==> src/sv/smrp_pkg.sv <==
// Shared constants, types and helper functions for the rigid shape-matching core.
// No dependencies; imported by every module of the block.
package smrp_pkg;

  localparam int MAX_SPHERES = 32;
  localparam int FRAC_BITS   = 16;
  localparam int IDX_W       = (MAX_SPHERES > 1) ? $clog2(MAX_SPHERES) : 1;
  localparam int CNT_W       = $clog2(MAX_SPHERES + 1);
  localparam int MASS_W      = 40;
  localparam int DIV_STEPS   = 64 + FRAC_BITS;
  localparam int DIV_CNT_W   = $clog2(DIV_STEPS + 1);

  localparam logic [63:0] LIM48  = 64'h0000_7FFF_FFFF_FFFF;
  localparam logic [63:0] LIM32  = 64'h0000_0000_7FFF_FFFF;
  localparam logic [63:0] LIMBIG = 64'h1000_0000_0000_0000;

  localparam logic [3:0] ORTHO_RESET = 4'd5;
  localparam logic [1:0] COL_TRANSLATION = 2'd3;

  localparam logic KIND_COLUMN   = 1'b0;
  localparam logic KIND_PARTICLE = 1'b1;

  typedef struct packed {
    logic [2:0][31:0] pos;
    logic [2:0][31:0] rest;
    logic [31:0]      mass;
  } particle_t;

  typedef struct packed {
    logic               go;
    logic signed [63:0] a;
    logic signed [63:0] b;
    logic [63:0]        lim;
  } arith_req_t;

  typedef struct packed {
    logic               done;
    logic signed [63:0] res;
  } arith_rsp_t;

  typedef enum logic [3:0] {
    ST_IDLE,
    ST_CHECK,
    ST_CEN_RD,
    ST_CEN_MUL,
    ST_CEN_DIV,
    ST_COV_RD,
    ST_COV_MUL1,
    ST_COV_MUL2,
    ST_WM_DIV,
    ST_COF_MUL1,
    ST_COF_MUL2,
    ST_DET_MUL,
    ST_IT_DIV,
    ST_EMIT_COL,
    ST_PRJ_RD,
    ST_PRJ_MUL
  } state_t;

  function automatic logic [63:0] mag64(input logic signed [63:0] v);
    return v[63] ? 64'(-v) : 64'(v);
  endfunction

  function automatic logic signed [63:0] sat(input logic signed [64:0] v,
                                             input logic [63:0] lim);
    logic signed [64:0] l;
    logic signed [64:0] o;
    l = $signed({1'b0, lim});
    if (v > l) o = l;
    else if (v < -l) o = -l;
    else o = v;
    return o[63:0];
  endfunction

  function automatic logic [3:0] idx3(input logic [1:0] row, input logic [1:0] col);
    return 4'({row, 1'b0}) + 4'(row) + 4'(col);
  endfunction

  function automatic logic [1:0] nxt3(input logic [1:0] v);
    return (v == 2'd2) ? 2'd0 : v + 2'd1;
  endfunction

  function automatic logic [1:0] prv3(input logic [1:0] v);
    return (v == 2'd0) ? 2'd2 : v - 2'd1;
  endfunction

endpackage

==> src/sv/smrp_div.sv <==
// Shared restoring divider: (num << FRAC_BITS) / den toward zero, saturated.
// One quotient bit per cycle; depends on smrp_pkg.
module smrp_div (
  input  logic                 clk,
  input  logic                 rst,
  input  smrp_pkg::arith_req_t req,
  output smrp_pkg::arith_rsp_t rsp
);
  import smrp_pkg::*;

  logic                 run;
  logic [DIV_CNT_W-1:0] cnt;
  logic [63:0]          num_sh, den, rem, lim;
  logic                 neg;
  logic [DIV_STEPS-1:0] q;
  logic [63:0]          rem_s;
  logic [63:0]          qres;

  always_comb begin
    rem_s = {rem[62:0], num_sh[63]};
    qres  = (q > DIV_STEPS'(lim)) ? lim : q[63:0];
  end

  always_ff @(posedge clk) begin
    if (rst) begin
      run      <= 1'b0;
      cnt      <= '0;
      rsp.done <= 1'b0;
    end else begin
      rsp.done <= 1'b0;
      if (req.go && !run) begin
        run    <= 1'b1;
        cnt    <= '0;
        num_sh <= mag64(req.a);
        den    <= mag64(req.b);
        neg    <= req.a[63] ^ req.b[63];
        lim    <= req.lim;
        rem    <= '0;
        q      <= '0;
      end else if (run) begin
        if (cnt == DIV_CNT_W'(DIV_STEPS)) begin
          run      <= 1'b0;
          rsp.done <= 1'b1;
          rsp.res  <= neg ? -$signed(qres) : $signed(qres);
        end else begin
          num_sh <= {num_sh[62:0], 1'b0};
          if (rem_s >= den) begin
            rem <= rem_s - den;
            q   <= {q[DIV_STEPS-2:0], 1'b1};
          end else begin
            rem <= rem_s;
            q   <= {q[DIV_STEPS-2:0], 1'b0};
          end
          cnt <= cnt + 1'b1;
        end
      end
    end
  end

endmodule

==> config.mk <==
export PLATFORM = sky130hd
export DESIGN_NAME = smrp_div
export DESIGN_NICKNAME = d
export VERILOG_FILES = /design/src/sv/smrp_pkg.sv /design/src/sv/smrp_div.sv
export SDC_FILE = /design/constraint.sdc
export NUM_CORES = 1
export LEC_CHECK = 0
export ABC_CLOCK_PERIOD_IN_PS = 14700
export BUFFER_PORTS_ARGS = -buffer_cell sky130_fd_sc_hd__buf_2
export CORE_ASPECT_RATIO = 0.6
export CORE_MARGIN = 1
export CORE_UTILIZATION = 45
export CTS_CLUSTER_DIAMETER = 60
export CTS_CLUSTER_SIZE = 20
export DETAILED_ROUTE_END_ITERATION = 10
export PLACE_DENSITY_LB_ADDON = 0.1
export SYNTH_ARGS = -nofsm -noshare
export SYNTH_HDL_FRONTEND = slang
export SYNTH_SLANG_ARGS = --single-unit
export TNS_END_PERCENT = 1
==> constraint.sdc <==
create_clock -name clk -period 14.7 [get_ports clk]
set_clock_uncertainty 0.2 [all_clocks]
set_input_delay 0.735 -clock clk [delete_from_list [all_inputs] [get_ports clk]]
set_output_delay 0.735 -clock clk [all_outputs]
set_load 0.005 [all_outputs]
; Word-level counts from Yosys, hierarchy flattened
; Index checks and enable logic that the tools add are counted.
[word_totals]
register_bits = 409
inputBits = 195
output_inout_bits = 65
word_cells = 51
[op_classes]
bitwise = 5
add_sub_neg = 5
magnitude_cmp = 2
eq_ne = 2
reduce_logical = 9
muxes = 17
[ops]
columns = operator, n
row1 = $mux 64, 6
row2 = $mux 63, 4
row3 = $neg 64->64, 3
row4 = $mux 80, 2
row5 = $gt 80x64->1, 1
row6 = $mux 65, 1
row7 = $ge 64x64->1, 1
row8 = $sub 63x63->63, 1
row9 = $add 7x1->7 const B, 1
row10 = $eq 7x7->1 const B, 1
row11 = $mux 1, 4
row12 = $not 1->1, 4
row13 = $reduce_and 2->1, 2
row14 = $reduce_and 4->1, 1
row15 = $reduce_and 3->1, 1
row16 = $reduce_or 3->1, 1
row17 = $ne 2x2->1 const B, 1
row18 = $reduce_bool 2->1, 1
row19 = $reduce_or 2->1, 1
row20 = $logic_and 1x1->1, 1
row21 = $logic_not 1->1, 1
row22 = $xor 1x1->1, 1

; Longest topological paths before layout
[logic_depth]
word_depth = 5
mapped_depth = 23
depth_no_buf = 20

; Worst setup path after synthesis
; Ideal clock, no wire load.
[synth_path]
path_kind = input port to flip-flop
startpoint = input port req[192] in the netlist's numbering
endpoint = register num_sh[0] (enable)
arrival_ns = 11.303
slack_ns = 2.352
setup_time_ns = 0.845
required_time_ns = 13.655
cell_stages = 5
n_path_buf = 3
cell_sequence = nand2b_1 clkbuf_8 clkbuf_1 clkbuf_8 a21oi_1
[synth_via]
elab_chain_cells = 3
elab_cells_between_ends = 4
classes_between = eq/ne: 1 / reduce/logical: 3
[synth_lines]
columns = item, line_no
row1 = start: declaration, smrp_div.sv:6  ; input smrp_pkg::arith_req_t req,
row2 = $logic_and 1x1->1 (*), smrp_div.sv:31  ; if (req.go && !run) begin
row3 = $ne 2x2->1 (no line) / $reduce_bool 2->1 (equally long branches), n/a
row4 = $reduce_and 3->1 (no line) (*), n/a
row5 = end signal: assignment, smrp_div.sv:34  ; num_sh <= mag64(req.a);
row6 = end signal: assignment, smrp_div.sv:46  ; num_sh <= {num_sh[62:0], 1'b0};
row7 = end: declaration, smrp_div.sv:13  ; logic [63:0] num_sh, den, rem, lim;
; Mark *: on every way between the ends. The rest lies on a longest branch, timed or not.
; A chain may end at the register's enable or synchronous reset.

; Final worst setup path
[layout_path]
startpoint = register q[55]
endpoint = register rsp[62] in the netlist's numbering, data pin
[layout_via]
elab_chain_cells = 4
[layout_lines]
columns = item, line_no
row1 = start: declaration, smrp_div.sv:15  ; logic [DIV_STEPS-1:0] q;
row2 = start signal: assignment, smrp_div.sv:49  ; q <= {q[DIV_STEPS-2:0], 1'b1};
row3 = start signal: assignment, smrp_div.sv:52  ; q <= {q[DIV_STEPS-2:0], 1'b0};
row4 = $gt 80x64->1, smrp_div.sv:21  ; qres = (q > DIV_STEPS'(lim)) ? lim : q[63:0];
row5 = $mux 64, smrp_div.sv:21
row6 = named net qres[0], smrp_div.sv:17  ; logic [63:0] qres;
row7 = $neg 64->64, smrp_div.sv:44  ; rsp.res <= neg ? -$signed(qres) : $signed(qres);
row8 = $mux 64, smrp_div.sv:44
row9 = end: declaration, smrp_div.sv:7  ; output smrp_pkg::arith_rsp_t rsp
; The timed path passes the listed nets, and every way through them passes these cells.

==> metrics.log <==
INFO  metric setup_viol_count_final = 0
INFO  metric synth_top_family_by_area = simple AND/OR/NAND/NOR gates
INFO  metric cp-startpoint = q[55]$_SDFFCE_PP0P_
INFO  metric cp_data_required_time = approximately 15 ns
INFO  metric io_buffer_count = 259
INFO  metric cts_tree = built
INFO  metric synth_simple_gate_area_frac = 0.160
INFO  metric comb_power_share = 0.205
INFO  metric tightestPinTransition = 1.12 ns
INFO  metric timing.critical_path.fanout_max = 79
INFO  metric area_share_of_the_leading_cell_type_in_the_synthesized_netlist = 0.466
INFO  metric drv_cap = 0
INFO  metric drt-vias-per-instance = approximately 5.7
INFO  metric final_gp_congestion = 0.954
INFO  metric post_synth_fa_ha_maj_area_fraction = 0.0653
INFO  metric synth_ff_type = sky130_fd_sc_hd__edfxtp_1
INFO  metric hold_viol = 0
INFO  metric vdd.ir_drop.worst = 0.0829 mV
INFO  metric crit_path_end = rsp[62]$_DFFE_PP_
INFO  metric period_minus_slack = 6.53 ns
INFO  metric synth_edf_count = 400
INFO  metric cts-root-to-sink-buffers = 3
INFO  metric clock_insertion_delay_worst_skew = slightly above 0.6 ns
INFO  metric place_ws = 8.34 ns
INFO  metric synth_seq_area_share = 0.473
INFO  metric cts_root_buffer = sky130_fd_sc_hd__clkbuf_16
INFO  metric synth_compound_area_frac = 0.128
INFO  metric wirelength_met1 = approximately 38000 um
INFO  metric number_of_library_cell_types_mapped_by_synthesis = 75
INFO  metric synthDominantAreaCellType = sky130_fd_sc_hd__edfxtp_1
INFO  metric final.period_utilization = 0.444
INFO  metric yosysWarnings = 0
INFO  metric power.sequential.fraction = 0.495
INFO  metric total_power = 2880 uW
INFO  metric register_area = 12200 um2
INFO  metric p_switching = between 800 and 900 uW
INFO  metric post-synth-top-count-cell = sky130_fd_sc_hd__edfxtp_1
INFO  metric drive_gt1_frac = 0.136
INFO  metric detail_route.wirelength = 71900 um
INFO  metric drt_pass1_iterations = 5
INFO  metric final.hold.worst_slack = between 0.08 and 0.09 ns
INFO  metric worst_reg_to_reg_setup_slack = 8.17 ns
INFO  metric xor_and_xnor_fraction_of_the_mapped_netlist_area = 0.0869
INFO  metric post-place-cells = 3453
INFO  metric routed-wl-met2 = 26700 um
INFO  metric global_route_wire_length_before_repair = approximately 110000 um
INFO  metric maximum_number_of_pins_on_one_net_before_global_route_repair = 91
INFO  metric power.switching_fraction = 0.299
INFO  metric p_int = approximately 2000 uW
INFO  metric antenna_left = 0
INFO  metric gr-total-overflow = 0
INFO  metric multi_input_area = about 13000 um2
INFO  metric ys_ff_latch = 409
INFO  metric setup_tns_after_final_layout = 0 ns
INFO  metric r2r-end = rsp[62]$_DFFE_PP_
INFO  metric wl_met3 = 6100 um
INFO  metric synth_top_cells_by_count = 400 x sky130_fd_sc_hd__edfxtp_1, 237 x sky130_fd_sc_hd__nand2_1, 196 x sky130_fd_sc_hd__o21ai_0
INFO  metric dp_hpwl = 52900 um
INFO  metric flow.area_growth_from_synthesis = 11.5%
INFO  metric syn-cell-area = between 20000 and 30000 um2
INFO  metric synth-async-reset-ratio = 0
INFO  metric post_synth.cell_area_avg = 10.2 um2
INFO  metric antenna_found_initial = 3
INFO  metric stdcell_count = 3509
INFO  metric finish.net_count = roughly 3100
INFO  metric cts.repair.resized = 0
INFO  metric route.detailed.wl_per_inst = 20.5 um
INFO  metric setup.worst_path.end_class = flip-flop
INFO  metric core_area = 56300 um2
INFO  metric clkPwrFrac = 0.300
INFO  metric synth.top_cells.by_area = sky130_fd_sc_hd__edfxtp_1 47%, sky130_fd_sc_hd__ha_1 6.5%, sky130_fd_sc_hd__xnor2_1 4.4%, sky130_fd_sc_hd__xor2_1 4.3%, sky130_fd_sc_hd__mux2i_1 3.9%
INFO  metric outcome = complete, no violations
INFO  metric numClockSinks = 409
INFO  metric num_vias = 20117
INFO  metric post-cts-setup-buffers = 0
INFO  metric clkTransAtPathRegs = 0.09 ns
INFO  metric grt_use_total = 0.242
INFO  metric cts_inserted_buffers = 30
INFO  metric p_leak = 0.0113 uW
INFO  metric initial_util = 0.459
INFO  metric startpoint_type = flip-flop
INFO  metric first_global_vias = 18818
INFO  metric crit_type = reg -> reg
INFO  metric drt_first_iter_violations = 2059
INFO  metric holdBufCountCts = 0
INFO  metric synth_mux_area_frac = 0.0462
INFO  metric min_path_type = in -> reg
INFO  metric synth_nets = 2853
INFO  metric maxUsedRoutingLayer = met5
INFO  metric worst_r2r_path_depth = 19
INFO  metric rsz_0062_raised_after_global_routing = false
INFO  metric horizontal_die_dimension = approximately 310 um
INFO  metric r2r_start = q[55]$_SDFFCE_PP0P_
INFO  metric synth_cells = 2524
INFO  metric io-pin-count = 260
INFO  metric max_freq = 0.153 GHz
INFO  metric arrival = 6.69 ns
INFO  metric route.detailed.drc = 0
INFO  metric power_density = 100 nW/um2
INFO  metric slew_viol_final = 0
INFO  metric design.die.area = 58300 um2
INFO  metric setup_ws = 8.17 ns
INFO  metric cts_htree_levels = 1
INFO  metric number_of_filler_cells_placed_in_the_layout = 5132
INFO  metric row_count = 67
INFO  metric maxSlewHeadroom = 0.253
INFO  metric die_h = 187 um
[cell type report]
type	instances	share of cell area
Multi-Input combinational cell	1849	0.438
Sequential cell	409	0.424
Timing Repair Buffer	276	0.0495
Tap cell	759	0.0330
Clock buffer	39	0.0284
Inverter	160	0.0209
Clock inverter	15	0.00561
Antenna cell	2	0.000174
[metrics by stage]
step / instance area (um2) / utilization
3_5_place_dp: 27800 / 0.494
6_report: 28800 / 0.511
3_3_place_gp: 27800 / 0.494
4_1_cts: 28800 / 0.511
5_1_grt: 28800 / 0.511
2_1_floorplan: 25800 / -
[cell families after synthesis]
logic type | count (synthesis)
xor gates and xnor gates | 256
DFF | 409
AOI/OAI and AO/OA | 531
adders and majority gates | 134
and+or+nand+nor | 811
muxes | 117
buffers and inverters | 266
[power by group through the flow]
stage | registers [uW] | clock network (uW) | logic, uW
2_1_floorplan | 1450 | 0 | 411
3_3_place_gp | 1450 | 0 | 573
3_5_place_dp | 1450 | 0 | 580
4_1_cts | 1420 | 895 | 584
5_1_grt | 1430 | 928 | 656
6_report | 1420 | 863 | 590
[routing by layer]
metal	vias to the layer above	global-route usage
met1	9675	0.412
met4	2	0.0297
met2	730	0.310
met3	52	0.0496
li1	9658	-
met5	-	0
[layout by cell type, fill, tap and decap left out, drive strengths merged, types with 51 or more instances in the layout]
master	count
a21oi	110
and2	88
buf	276
edfxtp	400
ha	133
inv	165
mux2i	101
nand2	237
nor2	153
nor3	67
o21ai	197
o31ai	51
xnor2	130
xor2	126
[worst min path at each step]
stage                    startpoint              endpoint  slack (ns)  cells after the start
2_1_floorplan   cnt[5]$_SDFFE_PN0P_   cnt[5]$_SDFFE_PN0P_        0.27                      2
3_3_place_gp    cnt[5]$_SDFFE_PN0P_   cnt[5]$_SDFFE_PN0P_        0.29                      2
3_5_place_dp   num_sh[26]$_DFFE_PP_  num_sh[27]$_DFFE_PP_        0.31                      2
4_1_cts                     req[32]     lim[32]$_DFFE_PP_        0.04                      1
5_1_grt                     req[36]     lim[36]$_DFFE_PP_        0.05                      1
6_report                    req[32]     lim[32]$_DFFE_PP_        0.09                      1
[registers in the layout, indices dropped and copies added, names as in the netlist]
register,flops
cnt,7
den,64
lim,64
neg,1
num_sh,64
q,80
rem,63
rsp,65
run,1
[critical path, stage by stage, from the launching register on]
cell and delay [ns]:
sky130_fd_sc_hd__edfxtp_1 0.49, sky130_fd_sc_hd__ha_1 0.37, sky130_fd_sc_hd__nand4_1 0.20, sky130_fd_sc_hd__nor3_1 0.23
sky130_fd_sc_hd__or3b_2 0.50, sky130_fd_sc_hd__nor2_1 0.14, sky130_fd_sc_hd__a311oi_1 0.15, sky130_fd_sc_hd__a21oi_4 0.25
sky130_fd_sc_hd__buf_4 0.79, sky130_fd_sc_hd__o21ai_0 0.24, sky130_fd_sc_hd__inv_1 0.11, sky130_fd_sc_hd__ha_1 0.27
sky130_fd_sc_hd__nand4_1 0.28, sky130_fd_sc_hd__nand2b_1 0.28, sky130_fd_sc_hd__nor2_1 0.50, sky130_fd_sc_hd__nand3_1 0.14
sky130_fd_sc_hd__mux2i_1 0.38, sky130_fd_sc_hd__nand3_1 0.27, sky130_fd_sc_hd__o31ai_1 0.36, sky130_fd_sc_hd__xor2_1 0.10
No activity file was read; power rests on OpenSTA's default activity.
